### src/rtl/core/rlm_pkg.sv
// ----------------------------------------------------------------------------
// rlm_pkg: shared types and constants for the RMS level meter
// Request codes, fixed field widths and the control word of the step unit.
// ----------------------------------------------------------------------------
package rlm_pkg;

    localparam int REQ_W      = 2;
    localparam int SAMPLE_W   = 16;
    localparam int LEVEL_W    = 16;
    localparam int SUM_W      = 64;
    localparam int COUNT_W    = 16;
    localparam int SQUARE_W   = 31;
    localparam int ROOT_W     = 15;
    localparam int ROOT_REM_W = 18;
    localparam int DIV_STEPS  = 64;
    localparam int ROOT_STEPS = 15;
    localparam int MEAN_TOP   = 30;
    localparam int CNT_W      = 6;

    typedef logic [REQ_W-1:0] req_t;

    localparam req_t REQ_SAMPLE     = 2'd0;
    localparam req_t REQ_SAMPLE_END = 2'd1;
    localparam req_t REQ_MISSING    = 2'd2;
    localparam req_t REQ_READ       = 2'd3;

    localparam logic [COUNT_W-1:0] COUNT_MAX = '1;
    localparam logic [LEVEL_W-1:0] RMS_SAT   = 16'h8000;

    // Control word of the shared compare-subtract step
    typedef struct packed {
        logic       sqrt_mode;
        logic [1:0] shin;
    } step_ctl_t;

endpackage

### src/rtl/core/rms_level_meter_unit.sv
// ----------------------------------------------------------------------------
// rms_level_meter_unit: RMS level meter for Q1.15 audio
// Sums squared samples, counts blocks and on a read returns the root of the
// mean square, then clears the sum and the count.
// ----------------------------------------------------------------------------
//
//  Channel | Handshake           | Payload
//  --------+---------------------+----------------------------------
//  in      | in_valid / in_stall | req_type[1:0], sample[15:0] signed
//  out     | out_valid/out_stall | rms_level[15:0], valid_res
//
//  Sample, block-end and missing-block items may follow back to back; the square is
//  added in the cycle after acceptance. A read runs a 64-step division, one range check
//  and a 15-step root on one shared compare-subtract unit; its result shows after the
//  last root step (after the range check when the level saturates, straight from the
//  read with no counted block), in_stall high meanwhile.
//  A waiting result holds off only a further read; reset clears sum, count, sequencer.
//
module rms_level_meter_unit #(
    parameter int BLOCK_SAMPLES = 128
) (
    input  logic                          clk,
    input  logic                          rst_n,
    input  logic                          in_valid,
    output logic                          in_stall,
    input  rlm_pkg::req_t                 req_type,
    input  logic signed [rlm_pkg::SAMPLE_W-1:0] sample,
    output logic                          out_valid,
    input  logic                          out_stall,
    output logic [rlm_pkg::LEVEL_W-1:0]   rms_level,
    output logic                          valid_res
);
    import rlm_pkg::*;

    // Divisor is blocks times BLOCK_SAMPLES
    localparam int DIV_W = COUNT_W + $clog2(BLOCK_SAMPLES);
    localparam int SUB_W = (DIV_W + 1 > ROOT_REM_W) ? DIV_W + 1 : ROOT_REM_W;
    localparam logic [DIV_W-1:0] BLOCK_LEN = DIV_W'(BLOCK_SAMPLES);

    localparam logic [2:0] ST_IDLE = 3'd0;
    localparam logic [2:0] ST_DIV  = 3'd1;
    localparam logic [2:0] ST_CHK  = 3'd2;
    localparam logic [2:0] ST_ROOT = 3'd3;

    logic [2:0]         state_reg,   state_next;
    logic [CNT_W-1:0]   cnt_reg,     cnt_next;
    logic [SUM_W-1:0]   quot_reg,    quot_next;
    logic [SUB_W-1:0]   rem_reg,     rem_next;
    logic [DIV_W-1:0]   divisor_reg, divisor_next;
    logic [ROOT_W-1:0]  root_reg,    root_next;
    logic [LEVEL_W-1:0] rms_reg,     rms_next;
    logic               vres_reg,    vres_next;
    logic               out_valid_reg, out_valid_next;

    logic               in_take;
    logic [SUM_W-1:0]   sum_now;
    logic [COUNT_W-1:0] block_count;
    step_ctl_t          step_ctl;
    logic [SUB_W-1:0]   step_rem;
    logic               step_bit;

    // Hold every item while the sequencer runs; hold a read while a result waits
    assign in_take   = in_valid && !in_stall;
    assign in_stall  = (state_reg != ST_IDLE) || (out_valid_reg && (req_type == REQ_READ));
    assign out_valid = out_valid_reg;
    assign rms_level = rms_reg;
    assign valid_res = vres_reg;

    rlm_accum u_accum (
        .clk         (clk),
        .rst_n       (rst_n),
        .take        (in_take),
        .req_type    (req_type),
        .sample      (sample),
        .sum_now     (sum_now),
        .block_count (block_count)
    );

    // Division feeds the top quotient bit; the root takes the next two bits
    // of the mean, which the range check left below bit 30
    assign step_ctl.sqrt_mode = (state_reg == ST_ROOT);
    assign step_ctl.shin      = (state_reg == ST_ROOT) ? quot_reg[MEAN_TOP-1:MEAN_TOP-2]
                                                       : {quot_reg[SUM_W-1], 1'b0};

    rlm_step_unit #(
        .W (SUB_W)
    ) u_step (
        .ctl     (step_ctl),
        .rem     (rem_reg),
        .divisor (SUB_W'(divisor_reg)),
        .root    (root_reg),
        .rem_new (step_rem),
        .bit_new (step_bit)
    );

    always_comb
    begin
        state_next     = state_reg;
        cnt_next       = cnt_reg;
        quot_next      = quot_reg;
        rem_next       = rem_reg;
        divisor_next   = divisor_reg;
        root_next      = root_reg;
        rms_next       = rms_reg;
        vres_next      = vres_reg;
        // Drop the result once taken
        out_valid_next = out_valid_reg && out_stall;
        unique case (state_reg)
            ST_IDLE:
            begin
                // Latch the sum with any pending square and the divisor
                if (in_take && (req_type == REQ_READ))
                begin
                    quot_next    = sum_now;
                    divisor_next = DIV_W'(block_count) * BLOCK_LEN;
                    rem_next     = '0;
                    cnt_next     = '0;
                    if (block_count == '0)
                    begin
                        rms_next       = '0;
                        vres_next      = 1'b0;
                        out_valid_next = 1'b1;
                    end
                    else
                    begin
                        state_next = ST_DIV;
                    end
                end
            end
            ST_DIV:
            begin
                rem_next  = step_rem;
                quot_next = {quot_reg[SUM_W-2:0], step_bit};
                cnt_next  = cnt_reg + CNT_W'(1);
                if (cnt_reg == CNT_W'(DIV_STEPS - 1))
                begin
                    state_next = ST_CHK;
                end
            end
            ST_CHK:
            begin
                // A mean of 2^30 or more has a root of at least 32768
                if (|quot_reg[SUM_W-1:MEAN_TOP])
                begin
                    rms_next       = RMS_SAT;
                    vres_next      = 1'b1;
                    out_valid_next = 1'b1;
                    state_next     = ST_IDLE;
                end
                else
                begin
                    rem_next   = '0;
                    root_next  = '0;
                    cnt_next   = '0;
                    state_next = ST_ROOT;
                end
            end
            ST_ROOT:
            begin
                rem_next  = step_rem;
                root_next = {root_reg[ROOT_W-2:0], step_bit};
                quot_next = {quot_reg[SUM_W-3:0], 2'b00};
                cnt_next  = cnt_reg + CNT_W'(1);
                if (cnt_reg == CNT_W'(ROOT_STEPS - 1))
                begin
                    rms_next       = {1'b0, root_reg[ROOT_W-2:0], step_bit};
                    vres_next      = 1'b1;
                    out_valid_next = 1'b1;
                    state_next     = ST_IDLE;
                end
            end
            default:
            begin
                state_next = ST_IDLE;
            end
        endcase
    end

    always_ff @(posedge clk or negedge rst_n)
    begin
        if (!rst_n)
        begin
            state_reg     <= ST_IDLE;
            cnt_reg       <= '0;
            out_valid_reg <= 1'b0;
        end
        else
        begin
            state_reg     <= state_next;
            cnt_reg       <= cnt_next;
            out_valid_reg <= out_valid_next;
        end
    end

    always_ff @(posedge clk)
    begin
        quot_reg    <= quot_next;
        rem_reg     <= rem_next;
        divisor_reg <= divisor_next;
        root_reg    <= root_next;
        rms_reg     <= rms_next;
        vres_reg    <= vres_next;
    end

`ifndef SYNTH
    // A waiting result holds its payload
    assert property (@(posedge clk) disable iff (!rst_n)
        (out_valid && out_stall) |=>
            (out_valid && $stable(rms_level) && $stable(valid_res)))
        else $error("waiting result changed");

    // A read clears the block count in the next cycle
    assert property (@(posedge clk) disable iff (!rst_n)
        (in_take && (req_type == REQ_READ)) |=> (block_count == '0))
        else $error("block count not cleared by read");

    // The root never runs past its last step
    assert property (@(posedge clk) disable iff (!rst_n)
        (state_reg == ST_ROOT) |-> (cnt_reg < CNT_W'(ROOT_STEPS)))
        else $error("root step counter overran");

    // A taken result is gone in the next cycle
    assert property (@(posedge clk) disable iff (!rst_n)
        (out_valid && !out_stall) |=> !out_valid)
        else $error("result repeated after being taken");
`endif

endmodule

### src/rtl/core/rlm_step_unit.sv
// ----------------------------------------------------------------------------
// rlm_step_unit: shared shift, compare and subtract step
// One step of restoring division or of the digit-by-digit square root.
// ----------------------------------------------------------------------------
module rlm_step_unit #(
    parameter int W = 27
) (
    input  rlm_pkg::step_ctl_t         ctl,
    input  logic [W-1:0]               rem,
    input  logic [W-1:0]               divisor,
    input  logic [rlm_pkg::ROOT_W-1:0] root,
    output logic [W-1:0]               rem_new,
    output logic                       bit_new
);
    import rlm_pkg::*;

    logic [W-1:0] cand;
    logic [W-1:0] sub;
    logic         ge;

    // Division shifts in one dividend bit, the root two radicand bits
    assign cand = ctl.sqrt_mode ? {rem[W-3:0], ctl.shin} : {rem[W-2:0], ctl.shin[1]};
    assign sub  = ctl.sqrt_mode ? W'({root, 2'b01}) : divisor;
    assign ge   = (cand >= sub);

    assign rem_new = ge ? (cand - sub) : cand;
    assign bit_new = ge;

endmodule

### src/rtl/core/rlm_accum.sv
// ----------------------------------------------------------------------------
// rlm_accum: square and accumulate stage
// Squares samples, keeps the saturating sum of squares and the block count.
// ----------------------------------------------------------------------------
module rlm_accum (
    input  logic                        clk,
    input  logic                        rst_n,
    input  logic                        take,
    input  rlm_pkg::req_t               req_type,
    input  logic signed [rlm_pkg::SAMPLE_W-1:0] sample,
    output logic [rlm_pkg::SUM_W-1:0]   sum_now,
    output logic [rlm_pkg::COUNT_W-1:0] block_count
);
    import rlm_pkg::*;

    logic [SAMPLE_W:0]      mag;
    logic [2*SAMPLE_W+1:0]  prod;
    logic [SQUARE_W-1:0]    sq_reg;
    logic                   sq_pend_reg;
    logic                   sq_pend_next;
    logic [SUM_W-1:0]       sum_reg;
    logic [SUM_W-1:0]       sum_next;
    logic [SUM_W:0]         sum_wide;
    logic [COUNT_W-1:0]     count_reg;
    logic [COUNT_W-1:0]     count_next;
    logic                   is_read;
    logic                   is_square;
    logic                   is_block;

    assign is_read   = take && (req_type == REQ_READ);
    assign is_square = take && ((req_type == REQ_SAMPLE) || (req_type == REQ_SAMPLE_END));
    assign is_block  = take && ((req_type == REQ_SAMPLE_END) || (req_type == REQ_MISSING));

    // Magnitude reaches 32768, so the square stays within 31 bits
    assign mag  = sample[SAMPLE_W-1] ? ((SAMPLE_W+1)'(0) - {sample[SAMPLE_W-1], sample})
                                     : {1'b0, sample};
    assign prod = mag * mag;

    // Fold in the square left from the previous cycle, saturating at all ones
    assign sum_wide = {1'b0, sum_reg} + {{(SUM_W-SQUARE_W+1){1'b0}}, sq_reg};
    assign sum_now  = !sq_pend_reg ? sum_reg : (sum_wide[SUM_W] ? '1 : sum_wide[SUM_W-1:0]);

    assign sum_next     = is_read ? '0 : sum_now;
    assign sq_pend_next = is_square;
    assign block_count  = count_reg;

    always_comb
    begin
        count_next = count_reg;
        if (is_read)
        begin
            count_next = '0;
        end
        else if (is_block && (count_reg != COUNT_MAX))
        begin
            count_next = count_reg + COUNT_W'(1);
        end
    end

    always_ff @(posedge clk or negedge rst_n)
    begin
        if (!rst_n)
        begin
            sum_reg     <= '0;
            count_reg   <= '0;
            sq_pend_reg <= 1'b0;
        end
        else
        begin
            sum_reg     <= sum_next;
            count_reg   <= count_next;
            sq_pend_reg <= sq_pend_next;
        end
    end

    always_ff @(posedge clk)
    begin
        if (is_square)
        begin
            sq_reg <= prod[SQUARE_W-1:0];
        end
    end

endmodule
### config.mk
export PLATFORM = sky130hd
export DESIGN_NAME = rms_level_meter_unit
export DESIGN_NICKNAME = d
export VERILOG_FILES = /design/src/rtl/core/rlm_pkg.sv /design/src/rtl/core/rms_level_meter_unit.sv /design/src/rtl/core/rlm_step_unit.sv /design/src/rtl/core/rlm_accum.sv
export SDC_FILE = /design/constraint.sdc
export NUM_CORES = 1
export LEC_CHECK = 0
export BUFFER_PORTS_ARGS = -buffer_cell sky130_fd_sc_hd__buf_2
export CAP_MARGIN = 20
export CELL_PAD_IN_SITES_DETAIL_PLACEMENT = 1
export CELL_PAD_IN_SITES_GLOBAL_PLACEMENT = 1
export CORE_MARGIN = 2
export CORE_UTILIZATION = 47
export DETAILED_ROUTE_END_ITERATION = 16
export GPL_TIMING_DRIVEN = 0
export PLACE_DENSITY_LB_ADDON = 0.1
export SYNTH_ARGS = -nofsm -noshare
export SYNTH_HDL_FRONTEND = slang
export SYNTH_HIERARCHICAL = 1
export SYNTH_SLANG_ARGS = --single-unit
### constraint.sdc
create_clock -name clk -period 4.7 [get_ports clk]
set_input_delay 0.705 -clock clk [delete_from_list [all_inputs] [get_ports clk]]
set_output_delay 0.705 -clock clk [all_outputs]
set_load 0.01 [all_outputs]
== After elaboration in Yosys (flattened, before gate mapping) ==
Cells that the tools add are included.

* Memories kept: 0
* Flip-flop bits (word level): 257
* Latch bits: 0
* Bits in read-only memories: 0
* Input port bits: 22
* RAM bits: 0
* Output and inout port bits: 19
* Word-level logic and storage cells: 105

* Bitwise operators: 0
* $lt $le $gt $ge: 1
* Div/mod/pow operators: 0
* Muxes and demuxes: 41
* Add/subtract/negate cells: 5
* Eq/ne operators: 16
* Multipliers: 1
* Reduce and logical (&&, ||, !) cells: 28
* Shift operators: 0

{| class="wikitable"
|+ Operators with widths
! kind !! count
|-
| $mux 64 || 4
|-
| $pmux 64 s3 || 1
|-
| $mux 16 || 6
|-
| $mux 23 || 4
|-
| $pmux 23 s3 || 1
|-
| $add 64x31->65 || 1
|-
| $pmux 16 s3 || 1
|-
| $reduce_or 34->1 || 1
|-
| $mul 17x17->31 || 1
|-
| $pmux 15 s2 || 1
|-
| $ge 24x23->1 || 1
|-
| $mux 24 || 1
|-
| $sub 23x23->23 || 1
|-
| $pmux 6 s3 || 1
|-
| $mux 17 || 1
|-
| $sub 1x16->17 const A || 1
|-
| $add 16x1->16 const B || 1
|-
| $logic_not 16->1 || 1
|-
| $ne 16x16->1 const B || 1
|-
| $mux 15 || 1
|-
| $mux 3 || 4
|-
| $mux 6 || 2
|-
| $ne 2x2->1 const B || 6
|-
| $pmux 3 s4 || 1
|-
| other kinds (23) || 48
|}

== Depth between registers and ports, before layout ==
Gate-level depths: netlist of run 1.

* Depth in word-level cells: 9
* Gate-level depth with buffers: 31
* Depth with buffers taken out: 29

== Hierarchy ==
The synthesis of run 1 kept the hierarchy.

{| class="wikitable"
|+ By module, submodules not included
! module !! seq. area each (um^2) !! area each (um^2) !! times used !! cells each
|-
| rlm_accum || 2927.8 || 14873.0 || 1 || 1643
|-
| rms_level_meter_unit || 4309.1 || 6480.0 || 1 || 495
|-
| rlm_step_unit || 0.0 || 2230.9 || 1 || 270
|}

== Worst setup path before layout of run 1 ==
Ideal clock, no wire load.

* Kind: input to register
* From: input sample[4] (netlist bit)
* To: register u_accum.sq_reg[29] (data pin)
* Cell stages on the path: 24
* Buffers on the path: 0
* Library setup time: 0.259 ns
* Arrival: 7.626 ns
* Slack: -3.186 ns
* Required time: 4.441 ns
* Cell sequence: or4_1 -> or4b_1 -> o41ai_2 -> xor2_1 -> inv_2 -> nand2_1 -> inv_1 -> fa_1 -> fa_1 -> fa_1 -> fa_1 -> fa_1 -> inv_1 -> fa_1 -> inv_1 -> ha_1 -> a21o_1 -> a21o_1 -> a21oi_1 -> nor2_1 -> a211oi_1 -> o21ai_0 -> a41oi_1 -> xnor2_1

* Longest elaborated chain between the ends: 3

{| class="wikitable"
|+ Ends and longest elaborated chain
! item !! RTL line !! RTL
|-
| from (decl) || rms_level_meter_unit.sv:27 || <nowiki>input logic signed [rlm_pkg::SAMPLE_W-1:0] sample,</nowiki>
|-
| $sub 1x16->17 || rlm_accum.sv:35 || <nowiki>assign mag = sample[SAMPLE_W-1] ? ((SAMPLE_W+1)'(0) - {sample[SAMPLE_W-1], sample})</nowiki>
|-
| $mux 17 (*) || rlm_accum.sv:35 ||
|-
| $mul 17x17->31 (*) || rlm_accum.sv:37 || <nowiki>assign prod = mag * mag;</nowiki>
|-
| named net u_accum.prod[29] || rlm_accum.sv:17 || <nowiki>logic [2*SAMPLE_W+1:0] prod;</nowiki>
|-
| to (signal assigned) || rlm_accum.sv:80 || <nowiki>sq_reg <= prod[SQUARE_W-1:0];</nowiki>
|-
| to (decl) || rlm_accum.sv:18 || <nowiki>logic [SQUARE_W-1:0] sq_reg;</nowiki>
|}

The timed path passes the listed nets; every way through them passes the cells marked *.
A chain may end at the register's enable or synchronous reset.

== Worst setup path in the final report of run 1 ==
* From: input sample[6] (netlist bit)
* To: register u_accum.sq_reg[30] (data pin)

Same word-level chain as after synthesis.

==> metrics.md, run 1 <==
| Metric | Value |
|---|---|
| Cts bufs inserted | 28 |
| Setup crit end kind | flip-flop |
| Die Height | 227 µm |
| Buf/Inv on CP | 9 |
| DR vias | 18400 |
| Pin count of the biggest net entering global routing | 50 |
| Area Growth Syn to Fin | 18.4% |
| Ant. Diodes | 0 |
| Post-route setup TNS | -44.80 ns |
| Final core utilization | 0.565 |
| Final setup viols | 23 |
| YS warnings | 6 |
| Layout Cells excl Fill | 3284 |
| R2R Path Start | state_reg[1] |
| Starting Density | 0.477 |
| Final period util | 1.56 |
| Slew Limit Fails | 0 |
| Max-slew headroom at the worst pin | 0.329 |
| CTS HTree Levels | 1 |
| First-pass GRT wire length | 109000 µm |
| Vias per Instance | 5.60 |
| Post-Syn Instances | between 2000 and 2500 |
| Slowest-stage cell, CP | fa_2 |
| R2R Path End | rem_reg[15] |
| Tmin final | 7.33 ns |
| Failing checks | negative setup slack |
| DIE AREA | 0.0517 mm² |
| Dpl hpwl | 50700 µm |
| Drt first pass iters | 5 |
| Die width | between 200 and 250 µm |
| CP peak stage delay | 0.59 ns |
| Clock Skew | 0.0244 ns |
| Unrepaired setup endpoints after global routing | yes |
| Crit-path max FO | 4 |
| Initial antenna violation count | 0 |
| CP Launch Type | primary input |
| Drt drc | 0 |
| Longest Clk Path Bufs | 3 |
| Clk pin slew, worst setup/hold paths | 0.06 ns |
| Slew @ Worst Pin | ~1 ns |
| CTS tree | done |
| Share of layout cells above drive strength 1 | 0.195 |
| Final net count | 2967 |
| Final Hold Viols | 0 |
| Antenna viol nets, final | 0 |
| R2R depth | 19 |
| Skew-Pair Late Insertion Delay | 0.57 ns |
| Required time of the critical path | 5.01 ns |
| Total gr overflow | 0 |
| I/O Buffers | 40 |
| GRT Resource Usage Total | 0.266 |
| PnR worst setup slack | -2.63 ns |
| Worst min path class | primary input to async pin |
| Highest Clock Rate | approximately 140 MHz |
| DRT Wirelength | between 60000 and 70000 µm |
| DR WL/cell | 20.8 µm |
| Maxcap violations | 0 |
| Number of clock sinks | 255 |
| Core Area | 0.0492 mm² |
| CP delay by family, top | adder cells |
| Dpl cells | between 3000 and 4000 |
| Netlist Area Pre-Place | between 0.02 and 0.025 mm² |
| Setup CP Type | primary input to flip-flop |
| Placer Congestion | 0.882 |
| Commonest non-fill, non-tap cell in the layout | inv_1 |
| Worst hold slack | 0.208 ns |
| Outcome | finished with violations |
| Syn Area/Cell | 9.81 µm² |
| Hold-fix buffers at CTS | 0 |
| Vias in the first global route | 20200 |
| Rows | about 80 |
| Most frequent cells in the layout | inv_1, fa_1, nor2_1, edfxtp_1, nand2_1 |
| R2r setup slk | between 0.2 and 0.25 ns |
| Crit path DAT | 7.64 ns |
| Io pins | 41 |
| Crit path top cell by count | fa_1 |
| DR iter-0 viols | 836 |
| Root cell of the clock tree | clkbuf_16 |
[worst reg2reg max path: stages, from the launching register on]
cell and delay, ns:
dfrtp_1 0.36, buf_4 0.17, buf_6 0.17, nand2_2 0.14, clkinvlp_4 0.19, buf_6 0.19, clkbuf_8 0.19, clkbuf_4 0.23
mux2i_1 0.36, ha_1 0.30, o21ai_0 0.14, o21bai_2 0.21, o22ai_4 0.13, o31ai_2 0.25, a31oi_2 0.08, o41ai_4 0.25
buf_4 0.20, buf_6 0.19, mux2_4 0.32, and2_1 0.15
[what timing repair did]
action	in CTS	in global routing
gates cloned	0	1
hold endpoints to repair	0	0
endpoints found under the setup margin	50	49
gates resized for setup	141	86
setup buffers	65	30
pin swaps	76	42
[layout make-up]
cell class	count	area [µm²]
buffer	94	586
sequential	255	7210
tap	664	831
timing repair buffer	138	1150
multi-input combinational	1751	15700
fill	5405	21400
clock inverter	18	219
clock buffer	34	776
inverter	330	1280
[layer usage]
| layer | vias to the layer above | global-route usage | share of wire |
|---|---|---|---|
| met1 | 9290 | 0.328 | 0.42 |
| met3 | 146 | 0.0179 | 0.030 |
| li1 | 8521 | - | - |
| met2 | 419 | 0.490 | 0.51 |
| met5 | - | 0 | 0 |
| met4 | 0 | 0.0921 | 0.038 |
[metrics by stage]
| step | cell area [µm²] | setup slack (ns) |
|---|---|---|
| after CTS | 27300 | -2.46 |
| after global placement | 25200 | -3.85 |
| after global routing | 27800 | -2.83 |
| final | 27800 | -2.63 |
| after floorplan | 24100 | -2.86 |
| after detailed placement | 25300 | -4.04 |
[worst max-delay path by stage]
stage / slack, ns / startpoint / cells past startpoint / to
after floorplan: -2.86 / sample[4] / 23 / u_accum/sq_reg[30]
after global placement: -3.85 / sample[3] / 26 / u_accum/sq_reg[30]
after detailed placement: -4.04 / sample[3] / 26 / u_accum/sq_reg[30]
after CTS: -2.46 / sample[6] / 26 / u_accum/sq_reg[30]
after global routing: -2.83 / sample[6] / 27 / u_accum/sq_reg[30]
final: -2.63 / sample[6] / 27 / u_accum/sq_reg[30]
Power of run 1 is not shown: default switching activity piles up to over one toggle a cycle in this logic, so the estimate is an artifact.
==> run 2, diff against run 1 <==
--- a/config.mk
+++ b/config.mk
@@ -7,13 +7,10 @@
 export LEC_CHECK = 0
 export BUFFER_PORTS_ARGS = -buffer_cell sky130_fd_sc_hd__buf_2
 export CAP_MARGIN = 20
-export CELL_PAD_IN_SITES_DETAIL_PLACEMENT = 1
-export CELL_PAD_IN_SITES_GLOBAL_PLACEMENT = 1
 export CORE_MARGIN = 2
-export CORE_UTILIZATION = 47
+export CORE_UTILIZATION = 45
 export DETAILED_ROUTE_END_ITERATION = 16
 export GPL_TIMING_DRIVEN = 0
-export PLACE_DENSITY_LB_ADDON = 0.1
 export SYNTH_ARGS = -nofsm -noshare
 export SYNTH_HDL_FRONTEND = slang
 export SYNTH_HIERARCHICAL = 1
==> run 2 against run 1 <==
  * The flow still finishes with violations (negative setup slack)
  * Highest routed layer unchanged
  * Register-to-register slack gained 0.04 ns
  * Worst setup slack got worse by 0.012 ns
  * Hold slack worse by 0.030 ns
  * Utilization fell by 2.9 points
==> metrics.md, run 2 (same netlist as run 1, synthesis figures left out) <==
| Metric | Value |
|---|---|
| Outcome | finished with violations (unchanged) |
| Failing checks | negative setup slack (unchanged) |
| Initial antenna violation count | 0 (unchanged) |
| Layout Cells excl Fill | 3280 (was 3284) |
| CP Launch Type | primary input (unchanged) |
| Tmin final | 7.34 ns (was 7.33 ns) |
| Final net count | 2949 (was 2967) |
| CTS HTree Levels | 1 (unchanged) |
| Vias per Instance | 5.41 (was 5.60) |
| GRT Resource Usage Total | 0.218 (was 0.266) |
| Worst hold slack | 0.178 ns (was 0.208 ns) |
| Final setup viols | 23 (unchanged) |
| Clock Skew | 0.0104 ns (was 0.0244 ns) |
| Longest Clk Path Bufs | 3 (unchanged) |
| PnR worst setup slack | -2.64 ns (was -2.63 ns) |
| Core Area | 0.0514 mm² (was 0.0492 mm²) |
| Worst min path class | primary input to async pin (unchanged) |
| Pin count of the biggest net entering global routing | 51 (was 50) |
| Area Growth Syn to Fin | 17.4% (was 18.4%) |
| DR iter-0 viols | 1104 (was 836) |
| DR vias | 17700 (was 18400) |
| Share of layout cells above drive strength 1 | 0.178 (was 0.195) |
| Final Hold Viols | 0 (unchanged) |
| Clk pin slew, worst setup/hold paths | 0.06 ns (about the same) |
| Total gr overflow | 0 (unchanged) |
| Hold-fix buffers at CTS | 0 (unchanged) |
| Post-route setup TNS | -43.52 ns (was -44.80 ns) |
| Io pins | 41 (unchanged) |
| Maxcap violations | 0 (unchanged) |
| Ant. Diodes | 0 (unchanged) |
| Final period util | 1.56 (about the same) |
| Setup crit end kind | flip-flop (unchanged) |
| Drt drc | 0 (unchanged) |
| Die Height | 232 µm (was 227 µm) |
| CTS tree | done (unchanged) |
| Required time of the critical path | 4.99 ns (was 5.01 ns) |
| Starting Density | 0.456 (was 0.477) |
| I/O Buffers | 40 (unchanged) |
| Slew Limit Fails | 0 (unchanged) |
| Root cell of the clock tree | clkbuf_16 (unchanged) |
| Highest Clock Rate | 136 MHz (about the same) |
| DR WL/cell | 17.8 µm (was 20.8 µm) |
| Most frequent cells in the layout | inv_1, fa_1, nor2_1 (was inv_1, fa_1, nor2_1, edfxtp_1, nand2_1) |
| Cts bufs inserted | 27 (was 28) |
| Dpl cells | 3156 (was 3141) |
| Setup CP Type | primary input to flip-flop (unchanged) |
| Die width | 232 µm (was 227 µm) |
| Max-slew headroom at the worst pin | 0.426 (was 0.329) |
| Antenna viol nets, final | 0 (unchanged) |
| Skew-Pair Late Insertion Delay | 0.55 ns (was 0.57 ns) |
| Rows | 83 (was 81) |
| Placer Congestion | 0.887 (was 0.882) |
| Critical path launch point | sample[6] (unchanged) |
| DRT Wirelength | 58500 µm (was 68200 µm) |
| DIE AREA | 0.0540 mm² (was 0.0517 mm²) |
| Drt first pass iters | 5 (unchanged) |
| Slew @ Worst Pin | 0.857 ns (was 1.00 ns) |
| First-pass GRT wire length | 94700 µm (was 109000 µm) |
| R2R Path Start | u_accum/sq_reg[3] (was state_reg[1]) |
| Unrepaired setup endpoints after global routing | yes (unchanged) |
| Dpl hpwl | 44800 µm (was 50700 µm) |
| Crit path DAT | 7.63 ns (was 7.64 ns) |
| Crit-path max FO | 4 (unchanged) |
| Vias in the first global route | 18300 (was 20200) |
| Commonest non-fill, non-tap cell in the layout | inv_1 (unchanged) |
| Number of clock sinks | 255 (unchanged) |
run 2: changes by cell type in the layout (fill, tap and decap cells not counted), moves of 5 or more:
cell	previous run	this run
clkbuf_8	7	12
inv_2	47	37
buf_4	73	61
mux2i_1	81	86
mux2i_2	6	1
inv_1	276	287
a21oi_1	156	161
a21oi_2	15	10
fa_2	21	15
nand2_4	6	12
nand2_2	15	8
fa_1	172	178
run 2: per-layer routing:
metal / track usage / part of all wire / wire length (µm) / up-vias
met5: 0 / 0 / 0 / -
met4: 0.0775 / 0.034 / 1990 / 0
met3: 0.0167 / 0.037 / 2170 / 98
met2: 0.379 / 0.49 / 28900 / 408
met1: 0.285 / 0.43 / 25500 / 8751
li1: - / - / - / 8487
run 2: cell type report:
type,count,area (µm²)
Sequential cell,255,7210
Tap cell,680,851
Fill cell,4622,23900
Clock inverter,15,156
Inverter,330,1270
Buffer,93,579
Timing Repair Buffer,122,985
Multi-Input combinational cell,1751,15700
Clock buffer,34,773
run 2: path summary, 6_finish.rpt:
kind / endpoint / slack, ns / cells past startpoint
max in group asynchronous: u_accum/sum_reg[25] / 3.83 / 2
min: out_valid / 0.18 / 1
max: u_accum/sq_reg[30] / -2.64 / 26
max reg2reg: quot_reg[55] / 0.25 / 12
min reg2reg: divisor_reg[17] / 0.53 / 0
min in group clk: u_accum/sq_reg[0] / 0.48 / 1
run 2: what timing repair did:
item,CTS,global route
endpoints found under the setup margin,50,48
setup buffers,59,23
pin swaps,79,53
resized for setup,122,66
run 2: metrics by stage:
| step | instance area [µm²] | utilization | setup WS [ns] |
|---|---|---|---|
| 2_1_floorplan | 24100 | - | -2.86 |
| 3_3_place_gp | 25200 | 0.490 | -3.82 |
| 3_5_place_dp | 25300 | 0.492 | -3.91 |
| 5_1_grt | 27600 | 0.536 | -2.87 |
| 4_1_cts | 27200 | 0.529 | -2.47 |
| 6_report | 27600 | 0.536 | -2.64 |
run 2: critical path: stages:
cell	delay, ns
buf_8	0.10
or4_4	0.56
or3_4	0.43
o31a_1	0.36
xor2_4	0.23
buf_6	0.13
nand2_4	0.04
fa_1	0.59
inv_1	0.07
fa_1	0.54
inv_2	0.05
fa_1	0.50
inv_1	0.05
fa_1	0.44
fa_1	0.49
inv_1	0.05
fa_1	0.49
inv_2	0.04
ha_4	0.28
nand2_4	0.05
or3_4	0.36
nor3_4	0.13
o211ai_1	0.15
a211oi_2	0.39
nand2_1	0.09
a211o_1	0.32
Power of run 2 is left out for the same reason.
